===== config.mk =====
export PLATFORM = sky130hd
export DESIGN_NAME = ppue_ram
export DESIGN_NICKNAME = d
export VERILOG_FILES = /design/src/rtl/ppue_ram.sv
export SDC_FILE = /design/constraint.sdc
export NUM_CORES = 1
export LEC_CHECK = 0
export BUFFER_PORTS_ARGS = -buffer_cell sky130_fd_sc_hd__buf_2
export CORE_UTILIZATION = 60
export DETAILED_ROUTE_END_ITERATION = 10
export MAX_ROUTING_LAYER = met4
export PLACE_DENSITY = 0.72
export REMOVE_ABC_BUFFERS = 1
export SYNTH_ARGS = -nofsm -noshare
export SYNTH_HDL_FRONTEND = slang
export SYNTH_SLANG_ARGS = --single-unit

===== constraint.sdc =====
create_clock -name clk -period 3.85 [get_ports clk]
set_input_delay 0 -clock clk [delete_from_list [all_inputs] [get_ports clk]]
set_output_delay 0 -clock clk [all_outputs]
set_load 0.01 [all_outputs]

===== src/rtl/ppue_ram.sv =====
`timescale 1ns / 1ps
// ----------------------------------------------------------------------------
// ppue_ram
// Simple dual-port synchronous RAM, one write and one registered read port.
// ----------------------------------------------------------------------------
module ppue_ram #(
	parameter int WIDTH = 8,
	parameter int DEPTH = 64,
	parameter int AW    = (DEPTH > 1) ? $clog2(DEPTH) : 1
) (
	input  logic             clk,
	input  logic             we,
	input  logic [AW-1:0]    waddr,
	input  logic [WIDTH-1:0] wdata,
	input  logic             re,
	input  logic [AW-1:0]    raddr,
	output logic [WIDTH-1:0] rdata
);

	logic [WIDTH-1:0] mem [DEPTH];

	always_ff @(posedge clk) begin
		if (we) begin
			mem[waddr] <= wdata;
		end
	end

	// Read data holds while no read is issued.
	always_ff @(posedge clk) begin
		if (re) begin
			rdata <= mem[raddr];
		end
	end

endmodule


# After elaboration in Yosys (flattened, before gate mapping)
# Memories as Yosys holds them, arrays and structs flattened. A register that Yosys moved wholly into a read port is not among the register bits.
# Index checks and enable logic that the tools add are counted.
# Widths: inputs -> output; s select.
[op_classes] n_mux=2
[op_table] cell="$mux 1" n=2
[totals] ramBits=512 memories=1 input_bits=23 ff_bits=0
[memory_table] memory="mem" depth=64 width=8 rd=1 rd_ports_with_merged_regs=1 write_ports=1 line_no="20" source="logic [WIDTH-1:0] mem [DEPTH];"

# Depth between registers and ports, before layout
[depth] depth_word=2 depth_mapped=9 ltp_nobuf=5

# Least setup slack after synthesis
# No wires, ideal clock.
[synth_timing] kind="flip-flop to flip-flop" from="memory mem[29][4]" to="register rdata[4] (read register of mem), data pin" arrival_ns=1.560 setup_slack_ns=2.020 required_time_ns=3.580 synth_period_minus_slack_ns=1.830 n_path_buf=0 path_stages_with_launch=6 cell_sequence="edfxtp_1 -> mux4_2 -> mux2_2 -> o221a_2 -> nor3_1 -> o32ai_1"
[synth_lines] element="start, declared" line_no="20"
[synth_lines] element="end, declared" line_no="17" source="output logic [WIDTH-1:0] rdata"

==> impl_metrics.ini <==
[worst_setup_path]
crit_required_ns = 4.13
path_buf_inv = 0
worstRegToRegCells = 4
crit_chain = mux4_2 -> mux2_2 -> a221oi_1 -> o2bb2ai_1
cp.arrival_ns = 2.49
r2r_start = mem[46][1]
cp-start-kind = register
cp_max_fo = 1
critPathMaxStageDelay_ns = 0.62
slowest_stage = a221oi_1
end_kind = register
crit_family = multiplexers
ff2ff_setup_slack_ns = 1.63
critPathKind = register to register
rr_endpoint = rdata[1]

[cts]
clock_sinks = 520
post-cts-setup-buffers = 0
cts-root-buf = clkbuf_16
cts_buffer_depth = 3
cts_tree = yes
htreeDepth = 2
path_clk_slew_ns = 0.06
worstSkewPairLatency_ns = 0.57
cts_buffers = 49

[sta]
hold_viol = 0
min_period_over_period_pct = 57.5
fin_skew_ns = 0.0233
setup_violations = 0
max_freq_ghz = 0.451
slew_viol_final = 0
rsz0062_at_grt = no
setup_ws_ns = 1.63
fin_crit_ns = 2.22
worst_pin_slew_ns = 1.25
holdWs_ns = 0.0501
tns_ns = 0
worst_slew_margin_rel_pct = 16.8

[floorplan]
initial_core_util_pct = 61.6
num_io_pins = 31
dieArea_sq_mm = 0.0345
rows = 66
coreArea_sq_mm = 0.0329
die_h_um = 186
die_w_um = 186

[synthesis]
yosysTopAreaCell = edfxtp_1
avgSynthCellArea_sq_um = 21.5
netlist_area_sq_mm = 0.0202
synth_fa_ha_area_share_pct = 0
synth_mux_area_share_pct = 15.9
synth_cell_types = 39
ys_ff_latch = 520
yosysMostFrequentCell = edfxtp_1
synth_warnings = 0
synth_top_family_by_area = multiplexers
async_reset_ff_share_pct = 0
synth_common_cells = edfxtp_1, mux4_2, nor2_1, mux2i_1, nand2_1
synth_compound_area_share_pct = 2.06
syn_inst = 940
synth-xor-area-share_pct = 0
synth.area.top_cells = edfxtp_1, mux4_2, nor2_1
yosys.area_share.simple_pct = 3.37
seq_area_frac_synth_pct = 77.1
yosysTopAreaCellShare_pct = 77.1
ys.flop_type = edfxtp_1
synth_edf_count = 520

[detailed_routing]
routed_wl_um = 43800
avgRoutedWirePerCell_um = 29.7
drt-initial-drc-count = 1198
post-route-drc-count = 0
antenna_left = 0
firstDrtPassIters = 5
via_per_inst = 6.57
vias = 9693

[cells_and_area]
stdcell_area_sq_mm = 0.0224
syn_to_final_growth_pct = 10.8
nNetsFinal = 1017
multi_input_area_sq_mm = 0.00432
fin_util_pct = 68.3
seq_area_sq_mm = 0.0156
fillers = 2070
fin_cells = 1476
drive_above_1_share_pct = 25.3

[hold_path]
hold_depth = 3
hold_start = waddr[1]
worstHoldPathType = primary input to register
hold_end = mem[49][7]

[global_route]
grt_util_all_layers_pct = 27.5
grt_overflow = 0
grt_pass1_vias = 9837
grt_max_degree = 65
grt_pass1_wl_um = 65200
antenna_found_initial = 1

[power]
clkPwrFrac_pct = 41.1
p_sw_mw = 2.40
pwr-share-comb_pct = 4.9
power.leakage_nw = 6.97
seqPwrFrac_pct = 54.0
p_sw_share_pct = 20.6
peakVddDrop_mv = 0.378
power.total_mw = 11.7
powerDensity_mw_per_mm2 = 520
power.internal_mw = 9.26

[placed_design]
dp_cells = 1383
placed_area_sq_mm = 0.0208
pre_cts_slack_ns = 1.18
portBuffers = 30
place_congestion = 0.852
dpl.hpwl_um = 26300

[status]
status = finished clean

[job]
cap_viol_max_count = 0
cells in the final DEF, fill, tap and decap left out, types with 4 or more instances in the layout:
cell type,instances
bufinv_16,6
nor3_1,7
nand2b_1,7
nor2_1,83
buf_4,23
a221oi_1,6
nor2b_1,14
o22ai_1,8
nand3_1,13
buf_2,27
clkinv_1,9
a211oi_1,4
mux4_2,126
clkinv_2,6
edfxtp_1,520
clkbuf_16,49
clkbuf_1,13
nand2_1,19
mux2_2,13
o221ai_1,8
mux2i_1,23
kinds of logic (layout without fill, tap and decap cells):
| group | count (synthesis) | count (layout) |
|---|---|---|
| compound gates | 54 | 54 |
| buf+inv | 51 | 144 |
| flops | 520 | 520 |
| mux | 162 | 162 |
| other cells | 0 | 1 |
| simple gates | 153 | 153 |
worst register-to-register path, cell delays in order (launching register included):
cell and delay (ns):
edfxtp_1 0.37, mux4_2 0.49, mux2_2 0.31, a221oi_1 0.62, o2bb2ai_1 0.15
power by group through the flow:
| stage | Clock [mW] | Combinational [mW] | Sequential, mW |
|---|---|---|---|
| 2_1_floorplan | 0 | 0.243 | 6.41 |
| 5_1_grt | 5.05 | 0.603 | 6.30 |
| 4_1_cts | 4.84 | 0.571 | 6.30 |
| 3_5_place_dp | 0 | 0.566 | 6.42 |
| 6_report | 4.79 | 0.568 | 6.30 |
| 3_3_place_gp | 0 | 0.555 | 6.42 |
worst max path at each step:
| stage | cells past startpoint | endpoint | start | slack (ns) |
|---|---|---|---|---|
| floorplan | 5 | rdata[4] | mem[29][4] | 2.03 |
| finish | 4 | rdata[1] | mem[46][1] | 1.63 |
| global placement | 7 | rdata[4] | raddr[0] | 1.24 |
| CTS | 4 | rdata[1] | mem[46][1] | 1.65 |
| global route | 4 | rdata[1] | mem[45][1] | 1.63 |
| detailed placement | 7 | rdata[4] | raddr[0] | 1.18 |
per-layer routing:
| metal | track usage [%] | up-vias | part of all wire, % |
|---|---|---|---|
| met5 | - | - | 0 |
| met4 | 8.36 | 0 | 2.9 |
| met3 | 4.05 | 83 | 7.7 |
| met2 | 42.3 | 446 | 49 |
| met1 | 39.0 | 5118 | 40 |
| li1 | - | 4046 | - |
state kept, by name, summed over array words and instances, names as in the netlist:
register / cells
mem: 512
rdata: 8
layout make-up:
cell class,count,share of cell area (%)
Sequential cell,520,69.6
Multi-Input combinational cell,369,19.2
Clock buffer,62,5.68
Tap cell,442,2.46
Timing Repair Buffer,54,1.61
Clock inverter,28,1.39
Antenna cell,1,0.0112
timing repair:
item / 4_1_cts / 5_1_grt
resized for setup: 0 / 0
hold buffers: 2 / 0
endpoints found under the hold margin: 9 / 0
Power figures use the tool's default switching activity.
