### src/rtl/ppue_pkg.sv
`timescale 1ns / 1ps
// ----------------------------------------------------------------------------
// ppue_pkg
// Shared types and constants of the particle pool update engine.
// ----------------------------------------------------------------------------
package ppue_pkg;

	localparam int SLOTS  = 64;
	localparam int SLOT_W = (SLOTS > 1) ? $clog2(SLOTS) : 1;
	localparam int CNT_W  = $clog2(SLOTS + 1);

	localparam int IN_TDATA_W  = 72;
	localparam int OUT_TDATA_W = 152;

	// Ages are unsigned Q16.16; the lifespan is 5.0.
	localparam logic [31:0] LIFE_Q     = 32'd327680;
	localparam logic [33:0] ACCEL_STEP = 34'd33;

	// k * age > C is the same test as age > C / k for whole numbers.
	localparam logic [31:0] AGE_T1 = 32'(3276800 / 41);
	localparam logic [31:0] AGE_T2 = 32'(3276800 / 72);
	localparam logic [31:0] AGE_T3 = 32'(327680 / 12);

	// Box limits and spawn height, signed Q15.16.
	localparam logic signed [31:0] Y_HI    = -32'sd655360;
	localparam logic signed [31:0] Y_LO    = -32'sd5898240;
	localparam logic signed [31:0] X_HI    = 32'sd1638400;
	localparam logic signed [31:0] X_LO    = -32'sd1638400;
	localparam logic signed [31:0] Z_HI    = 32'sd655360;
	localparam logic signed [31:0] Z_LO    = -32'sd983040;
	localparam logic signed [31:0] SPAWN_Y = -32'sd1114112;

	localparam logic signed [17:0] OP_ONE = 18'sd65536;
	localparam logic signed [19:0] OP_MIN = -20'sd65536;

	typedef enum logic [0:0] {
		CMD_SPAWN = 1'b0,
		CMD_TICK  = 1'b1
	} cmd_e;

	typedef enum logic [1:0] {
		ST_IDLE,
		ST_SCAN,
		ST_TICK
	} state_t;

	typedef struct packed {
		logic signed [31:0] pos_x;
		logic signed [31:0] pos_y;
		logic signed [31:0] pos_z;
		logic [15:0]        vel_x;
		logic [15:0]        vel_y;
		logic [15:0]        vel_z;
		logic signed [31:0] accel_y;
		logic [31:0]        age;
		logic signed [17:0] opacity;
	} slot_t;

	localparam slot_t SLOT_RESET = '{
		pos_x: '0, pos_y: '0, pos_z: '0,
		vel_x: '0, vel_y: '0, vel_z: '0,
		accel_y: '0, age: LIFE_Q, opacity: '0
	};

	typedef struct packed {
		logic signed [31:0] pos_x;
		logic signed [31:0] pos_y;
		logic signed [31:0] pos_z;
		logic [7:0]         red;
		logic [7:0]         green;
		logic [7:0]         blue;
		logic signed [17:0] alpha;
		logic               alive;
	} result_t;

	// Saturates a 34-bit two's complement sum to 32 bits.
	function automatic logic [31:0] sat32(input logic [33:0] v);
		logic [31:0] r;
		if (v[33:31] == 3'b000 || v[33:31] == 3'b111) begin
			r = v[31:0];
		end else if (v[33]) begin
			r = 32'h8000_0000;
		end else begin
			r = 32'h7FFF_FFFF;
		end
		return r;
	endfunction

	function automatic logic [31:0] sat_age(input logic [32:0] v);
		return v[32] ? 32'hFFFF_FFFF : v[31:0];
	endfunction

endpackage

### src/rtl/ppue_update.sv
`timescale 1ns / 1ps
// ----------------------------------------------------------------------------
// ppue_update
// One tick step of a single particle slot: age, motion, color, fade and kill.
// ----------------------------------------------------------------------------
module ppue_update (
	input  ppue_pkg::slot_t   cur,
	input  logic [15:0]       dt,
	input  logic              red_palette,
	output ppue_pkg::slot_t   nxt,
	output ppue_pkg::result_t res
);

	import ppue_pkg::*;

	always_comb begin
		logic [31:0]        age1;
		logic [31:0]        age2;
		logic [33:0]        sum_x;
		logic [33:0]        sum_y;
		logic [33:0]        sum_z;
		logic [33:0]        sum_a;
		logic signed [31:0] px;
		logic signed [31:0] py;
		logic signed [31:0] pz;
		logic signed [19:0] op;
		logic               kill;

		age1 = sat_age({1'b0, cur.age} + {17'b0, dt});

		sum_x = {{2{cur.pos_x[31]}}, cur.pos_x} + {18'b0, cur.vel_x};
		sum_y = {{2{cur.pos_y[31]}}, cur.pos_y} + {18'b0, cur.vel_y}
			+ {{2{cur.accel_y[31]}}, cur.accel_y};
		sum_z = {{2{cur.pos_z[31]}}, cur.pos_z} + {18'b0, cur.vel_z};
		sum_a = {{2{cur.accel_y[31]}}, cur.accel_y} + ACCEL_STEP;

		px = $signed(sat32(sum_x));
		py = $signed(sat32(sum_y));
		pz = $signed(sat32(sum_z));

		op = $signed({{2{cur.opacity[17]}}, cur.opacity}) - $signed({6'b0, dt[15:2]});
		if (op < OP_MIN) begin
			op = OP_MIN;
		end

		kill = (age1 > LIFE_Q) || (py > Y_HI) || (py < Y_LO) || (px > X_HI)
			|| (px < X_LO) || (pz > Z_HI) || (pz < Z_LO);
		age2 = kill ? sat_age({1'b0, age1} + {1'b0, LIFE_Q}) : age1;

		nxt         = cur;
		nxt.pos_x   = px;
		nxt.pos_y   = py;
		nxt.pos_z   = pz;
		nxt.accel_y = $signed(sat32(sum_a));
		nxt.age     = age2;
		nxt.opacity = op[17:0];

		res.pos_x = px;
		res.pos_y = py;
		res.pos_z = pz;
		res.alpha = op[17:0];
		res.alive = (age2 < LIFE_Q);

		// The color follows the age before the kill penalty is added.
		priority if (age1 > AGE_T1) begin
			res.red   = red_palette ? 8'd255 : 8'd0;
			res.green = red_palette ? 8'd64 : 8'd128;
			res.blue  = 8'd0;
		end else if (age1 > AGE_T2) begin
			res.red   = red_palette ? 8'd255 : 8'd128;
			res.green = red_palette ? 8'd128 : 8'd255;
			res.blue  = 8'd0;
		end else if (age1 > AGE_T3) begin
			res.red   = red_palette ? 8'd255 : 8'd128;
			res.green = 8'd255;
			res.blue  = 8'd0;
		end else begin
			res.red   = 8'd255;
			res.green = 8'd242;
			res.blue  = 8'd204;
		end
	end

endmodule
### config.mk
export PLATFORM = sky130hd
export DESIGN_NAME = ppue_update
export DESIGN_NICKNAME = d
export VERILOG_FILES = /design/src/rtl/ppue_pkg.sv /design/src/rtl/ppue_update.sv
export SDC_FILE = /design/constraint.sdc
export NUM_CORES = 1
export LEC_CHECK = 0
export ABC_CLOCK_PERIOD_IN_PS = 3600
export BUFFER_PORTS_ARGS = -buffer_cell sky130_fd_sc_hd__buf_2
export CAP_MARGIN = 10
export CORE_AREA = 8 8 233 235
export DETAILED_ROUTE_END_ITERATION = 12
export DIE_AREA = 0 0 241 243
export GPL_TIMING_DRIVEN = 0
export PLACE_DENSITY = 0.5
export SETUP_SLACK_MARGIN = 0.05
export SLEW_MARGIN = 5
export SYNTH_ARGS = -nofsm -noshare
export SYNTH_HDL_FRONTEND = slang
export SYNTH_SLANG_ARGS = --single-unit
### constraint.sdc
create_clock -name vclk -period 3.6
set_clock_uncertainty 0.2 [all_clocks]
set_input_delay 0 -clock vclk [all_inputs]
set_output_delay 0 -clock vclk [all_outputs]
set_load 0.02 [all_outputs]
# After elaboration in Yosys (flattened, before gate mapping)
# Index checks and enable logic that the tools add are counted.
[totals] register_bits=0 latch_bits=0 ramBits=0 romBits=0 inputBits=243 output_inout_bits=365 wordCells=57 mem_count=0
[op_classes] addsub=8 mul=0 div=0 n_lt_le_gt_ge=12 eq_ne=4 shifts=0 mux=19 bitwise_logic=0 reduce_logical=14
[op_table] cell="$mux 32" n=11
[op_table] cell="$add 32x17->33" n=3
[op_table] cell="$gt 32x21->1 const B" n=2
[op_table] cell="$mux 23" n=2
[op_table] cell="$add 33x32->34" n=1
[op_table] cell="$add 32x16->33" n=1
[op_table] cell="$add 32x19->33 const B" n=1
[op_table] cell="$add 32x7->33 const B" n=1
[op_table] cell="$gt 32x15->1 const B" n=1
[op_table] cell="$gt 32x16->1 const B" n=1
[op_table] cell="$gt 32x17->1 const B" n=1
[op_table] cell="$gt 32x19->1 const B" n=1
[op_table] cell="$gt 32x22->1 const B" n=1
[op_table] cell="$lt 32x19->1 const B" n=1
[op_table] cell="$lt 32x21->1 const B" n=1
[op_table] cell="$lt 32x22->1 const B" n=1
[op_table] cell="$lt 32x24->1 const B" n=1
[op_table] cell="$mux 24" n=1
[op_table] cell="$lt 19x17->1 const B" n=1
[op_table] cell="$sub 18x15->19" n=1
[op_table] cell="$mux 18" n=1
[op_table] cell="$mux 8" n=2
[op_table] cell="$mux 7" n=2
[op_table] cell="$eq 3x3->1 const B" n=4
[op_table] cell="2 further kinds" n=14

# Longest topological paths before layout
[logic_depth] ltp_word=14 mapped_depth=22 mapped_depth_nobuf=21

# Worst setup path before layout
# OpenSTA, ideal clock, no wires.
[synth_path] path_type="input to output" from="input port cur[18] in the netlist's numbering" to="output port res[0] in the netlist's numbering" arrival_ps=4234 required_ps=3400 path_slack_ps=-834 path_stages=21 n_path_buf=1 path_cell_list="ha_1 inv_1 fa_1 nor2b_1 o21a_1 o2111a_2 or3_1 buf_4 nand3_1 nor2_1 nor2_1 inv_1 ha_1 inv_1 a311oi_1 nand4_1 nand2_1 mux2i_1 nor4_1 nand4_1 a2111oi_2"
[synth_lines] element="from (decl)" line="ppue_update.sv:7" text="input ppue_pkg::slot_t cur,"
[synth_lines] element="to (decl)" line="ppue_update.sv:11" text="output ppue_pkg::result_t res"

==> results.txt <==
There are 0 flip-flops and latches. Synthesis instantiated 99 different standard cells from the library. The detailed placer's ending HPWL is 52.9 mm, and the hold violation total from the final report is 0.

Across all layers, the routed design uses 16,300 vias. The first routing iteration left 897 violations. The number of pins with negative max-slew slack in the final report was 0; the largest driver fanout on the critical path was 6.

The final reports fail on setup timing. For the post-layout worst setup margin, the log shows -792 ps. The worst setup path is captured at an output port. Chip height: 243 um. The met1 usage in global routing is 0.240. The relative max-transition margin was 0.512; the initial cell density of the core was 0.240. The worst path in the final design needs a cycle of 4390 ps, including I/O delays and setup. The number of clock buffer instances in the layout was 0. The worst setup path category was in -> out. Yosys synthesis warning count: 0. The final core area utilization came out at 0.410. Routability-driven placement finished with a final weighted congestion of 0.969. The top cell type's share of synthesized area is 0.118.

Number of rows in the core area: 83. The min-delay analysis places its worst path in the category in -> out. The total congestion overflow after global routing came out at 0.

In this run the static leakage power is 9.46 nW. The logs give 608 for the top-level port count and 5 for the length of the first detailed-routing pass in iterations. The setup-violating endpoint count in the final report is 87, and the register area share after synthesis is 0. Signal arrival time at the worst endpoint: 4190 ps. Highest-utilization routing layer at the global route stage: met2. After technology mapping, the gate count stands at 1,811. Met2 routing resource usage after global routing: 0.364. Measured slew at the worst slew-check pin: 727 ps.

Entering global routing, the biggest net connects 11 pins. The sequential cells in the finished layout cover a total of 0 um2. The run finished, with violations left.

In this run the cell area of the synthesized design comes to 12,200 um2. Ranked by total cell area, the synthesized netlist is headed by sky130_fd_sc_hd__ha_1 (12%), sky130_fd_sc_hd__buf_4 (11%), sky130_fd_sc_hd__a21oi_1 (6.1%). The logs give 16,200 for the via count of the first global-routing pass and 0 for the count of max-cap constraint violations. Power spread over the standard cell area amounts to 322 nW/um2.

The met3 global-route usage was 0.0190; the count of nets left with antenna violations after detail routing was 0. The final cycle utilization of the critical path came out at 1.22. Data on the critical path is required at its endpoint by 3400 ps. Layout cell share with drive strength beyond 1: 0.502. The kind of start point of the critical path is an input port. The logs give 0 for the hold-fix buffer count after cts and 94.1 mm for the wire length of the first global-routing pass.

Across the VDD grid, the largest voltage drop is 0.195 mV. Area growth from synthesis to final layout: 70.8%. The floorplan step defined a core boundary enclosing 50,700 um2. After detailed routing, the total wire length is 63.8 mm. The total die area is 58,600 um2. In the final timing run, aggregate negative setup slack is -25,650 ps.

For this run, design rule violations remaining after detail routing come to 0. The number of buffers inserted by port buffering was 602; the maximum clock rate was 228 MHz. From left edge to right edge, the die measures 241 um. Summed over all instances, the cell type with the most area after synthesis is sky130_fd_sc_hd__ha_1. Averaged over all synthesized cells, the footprint is 6.71 um2. The average wire per cell in the routed design was 19.8 um. Dividing the detail-routed via count by the number of cells gives 5.08. The initial antenna violation count was 6. The final layout contains 2,914 nets.

The tools report the all-layer global routing usage as 0.196. Setup repair after global routing could not meet its margin everywhere. For the total design power, the log shows 6.67 mW.
critical path, stage by stage:
cell and delay [ps]:
sky130_fd_sc_hd__buf_8 100, sky130_fd_sc_hd__fa_2 490, sky130_fd_sc_hd__ha_4 190, sky130_fd_sc_hd__fa_2 350, sky130_fd_sc_hd__a211oi_2 250, sky130_fd_sc_hd__o21ai_2 120
sky130_fd_sc_hd__buf_4 160, sky130_fd_sc_hd__o22ai_2 160, sky130_fd_sc_hd__xor2_1 180, sky130_fd_sc_hd__buf_4 150, sky130_fd_sc_hd__nand4_1 90, sky130_fd_sc_hd__nor2_1 160
sky130_fd_sc_hd__nand3_2 120, sky130_fd_sc_hd__o41ai_4 420, sky130_fd_sc_hd__o311ai_2 150, sky130_fd_sc_hd__nor2_1 180, sky130_fd_sc_hd__o2111ai_4 250, sky130_fd_sc_hd__a2111oi_4 440
sky130_fd_sc_hd__buf_4 210
layout by cell type (no fill, tap or decap), types with 15 or more instances in the layout:
master,netlist,routed
sky130_fd_sc_hd__nor2_1,109,99
sky130_fd_sc_hd__a21o_1,34,32
sky130_fd_sc_hd__a31oi_1,21,15
sky130_fd_sc_hd__nand4_1,35,35
sky130_fd_sc_hd__nand2_1,177,150
sky130_fd_sc_hd__xor2_1,72,66
sky130_fd_sc_hd__nand3_1,76,69
sky130_fd_sc_hd__fa_1,21,15
sky130_fd_sc_hd__ha_4,0,19
sky130_fd_sc_hd__o21ai_0,122,76
sky130_fd_sc_hd__nor3_1,50,44
sky130_fd_sc_hd__xnor2_1,79,70
sky130_fd_sc_hd__buf_4,181,218
sky130_fd_sc_hd__buf_6,0,217
sky130_fd_sc_hd__a21oi_2,3,21
sky130_fd_sc_hd__o21a_1,21,20
sky130_fd_sc_hd__a21oi_1,149,106
sky130_fd_sc_hd__ha_1,115,86
sky130_fd_sc_hd__nand2_4,0,22
sky130_fd_sc_hd__a21oi_4,1,26
sky130_fd_sc_hd__o211ai_1,18,18
sky130_fd_sc_hd__inv_1,84,76
sky130_fd_sc_hd__nand2b_1,24,22
sky130_fd_sc_hd__o21ai_4,0,30
sky130_fd_sc_hd__and3_1,33,29
sky130_fd_sc_hd__buf_2,11,469
sky130_fd_sc_hd__clkbuf_1,43,20
per-layer routing:
layer / share of wire / up-vias
li1: - / 7896
met1: 0.41 / 7820
met2: 0.51 / 558
met3: 0.055 / 66
met4: 0.021 / 4
met5: 0.00042 / -
stage by stage:
step	setup WS, ps	instance area [um2]	cells	hold WS, ps
after CTS	-739	19400	3187	116
after detailed placement	-1430	16500	3096	132
after global placement	-1370	16500	3096	129
after global routing	-1020	20800	3217	129
after floorplan	-347	12600	1814	-87.4
final	-792	20800	3217	113
area by class of cell:
class	count	area, um2
Fill cell	5260	29900
Inverter	85	329
Buffer	230	1940
Antenna cell	4	10.0
Timing Repair Buffer	728	5120
Tap cell	680	851
Multi-Input combinational cell	1490	12500
logic make-up after synthesis:
kind of cell,count (synthesis),synth area share
adders and majority gates,138,0.155
buffers and inverters,324,0.157
and+or+nand+nor,630,0.264
other,1,0.000309
muxes,16,0.0141
AOI/OAI and AO/OA,551,0.301
xor gates and xnor gates,151,0.109
synthesized netlist by cell type (33+ instances only):
cell type and n:
sky130_fd_sc_hd__buf_4 181, sky130_fd_sc_hd__nand2_1 177, sky130_fd_sc_hd__a21oi_1 149, sky130_fd_sc_hd__o21ai_0 122, sky130_fd_sc_hd__ha_1 115, sky130_fd_sc_hd__nor2_1 109
sky130_fd_sc_hd__inv_1 84, sky130_fd_sc_hd__xnor2_1 79, sky130_fd_sc_hd__nand3_1 76, sky130_fd_sc_hd__xor2_1 72, sky130_fd_sc_hd__nor3_1 50, sky130_fd_sc_hd__clkbuf_1 43
sky130_fd_sc_hd__nand4_1 35, sky130_fd_sc_hd__a21o_1 34, sky130_fd_sc_hd__and3_1 33
power breakdown:
part	internal [mW]	total, mW	switching [mW]	leakage (nW)
combinational	3.04	6.67	3.63	9.46
sequential	0	0	0	0
clock	0.000000149	0.000000149	0	0.0000254
timing repair:
action	CTS	global route
setup buffers	121	36
gates cloned	5	2
endpoints found under the setup margin	174	189
pin swaps	74	82
hold endpoints to repair	0	0
gates resized for setup	528	262
path summary, 6_finish.rpt:
| path | startpoint | to | slack, ps | cells past startpoint |
|---|---|---|---|---|
| min | cur[107] | nxt[107] | 110 | 3 |
| max | cur[99] | res[0] | -790 | 19 |
Note: power is estimated with default switching activity, not from simulation.
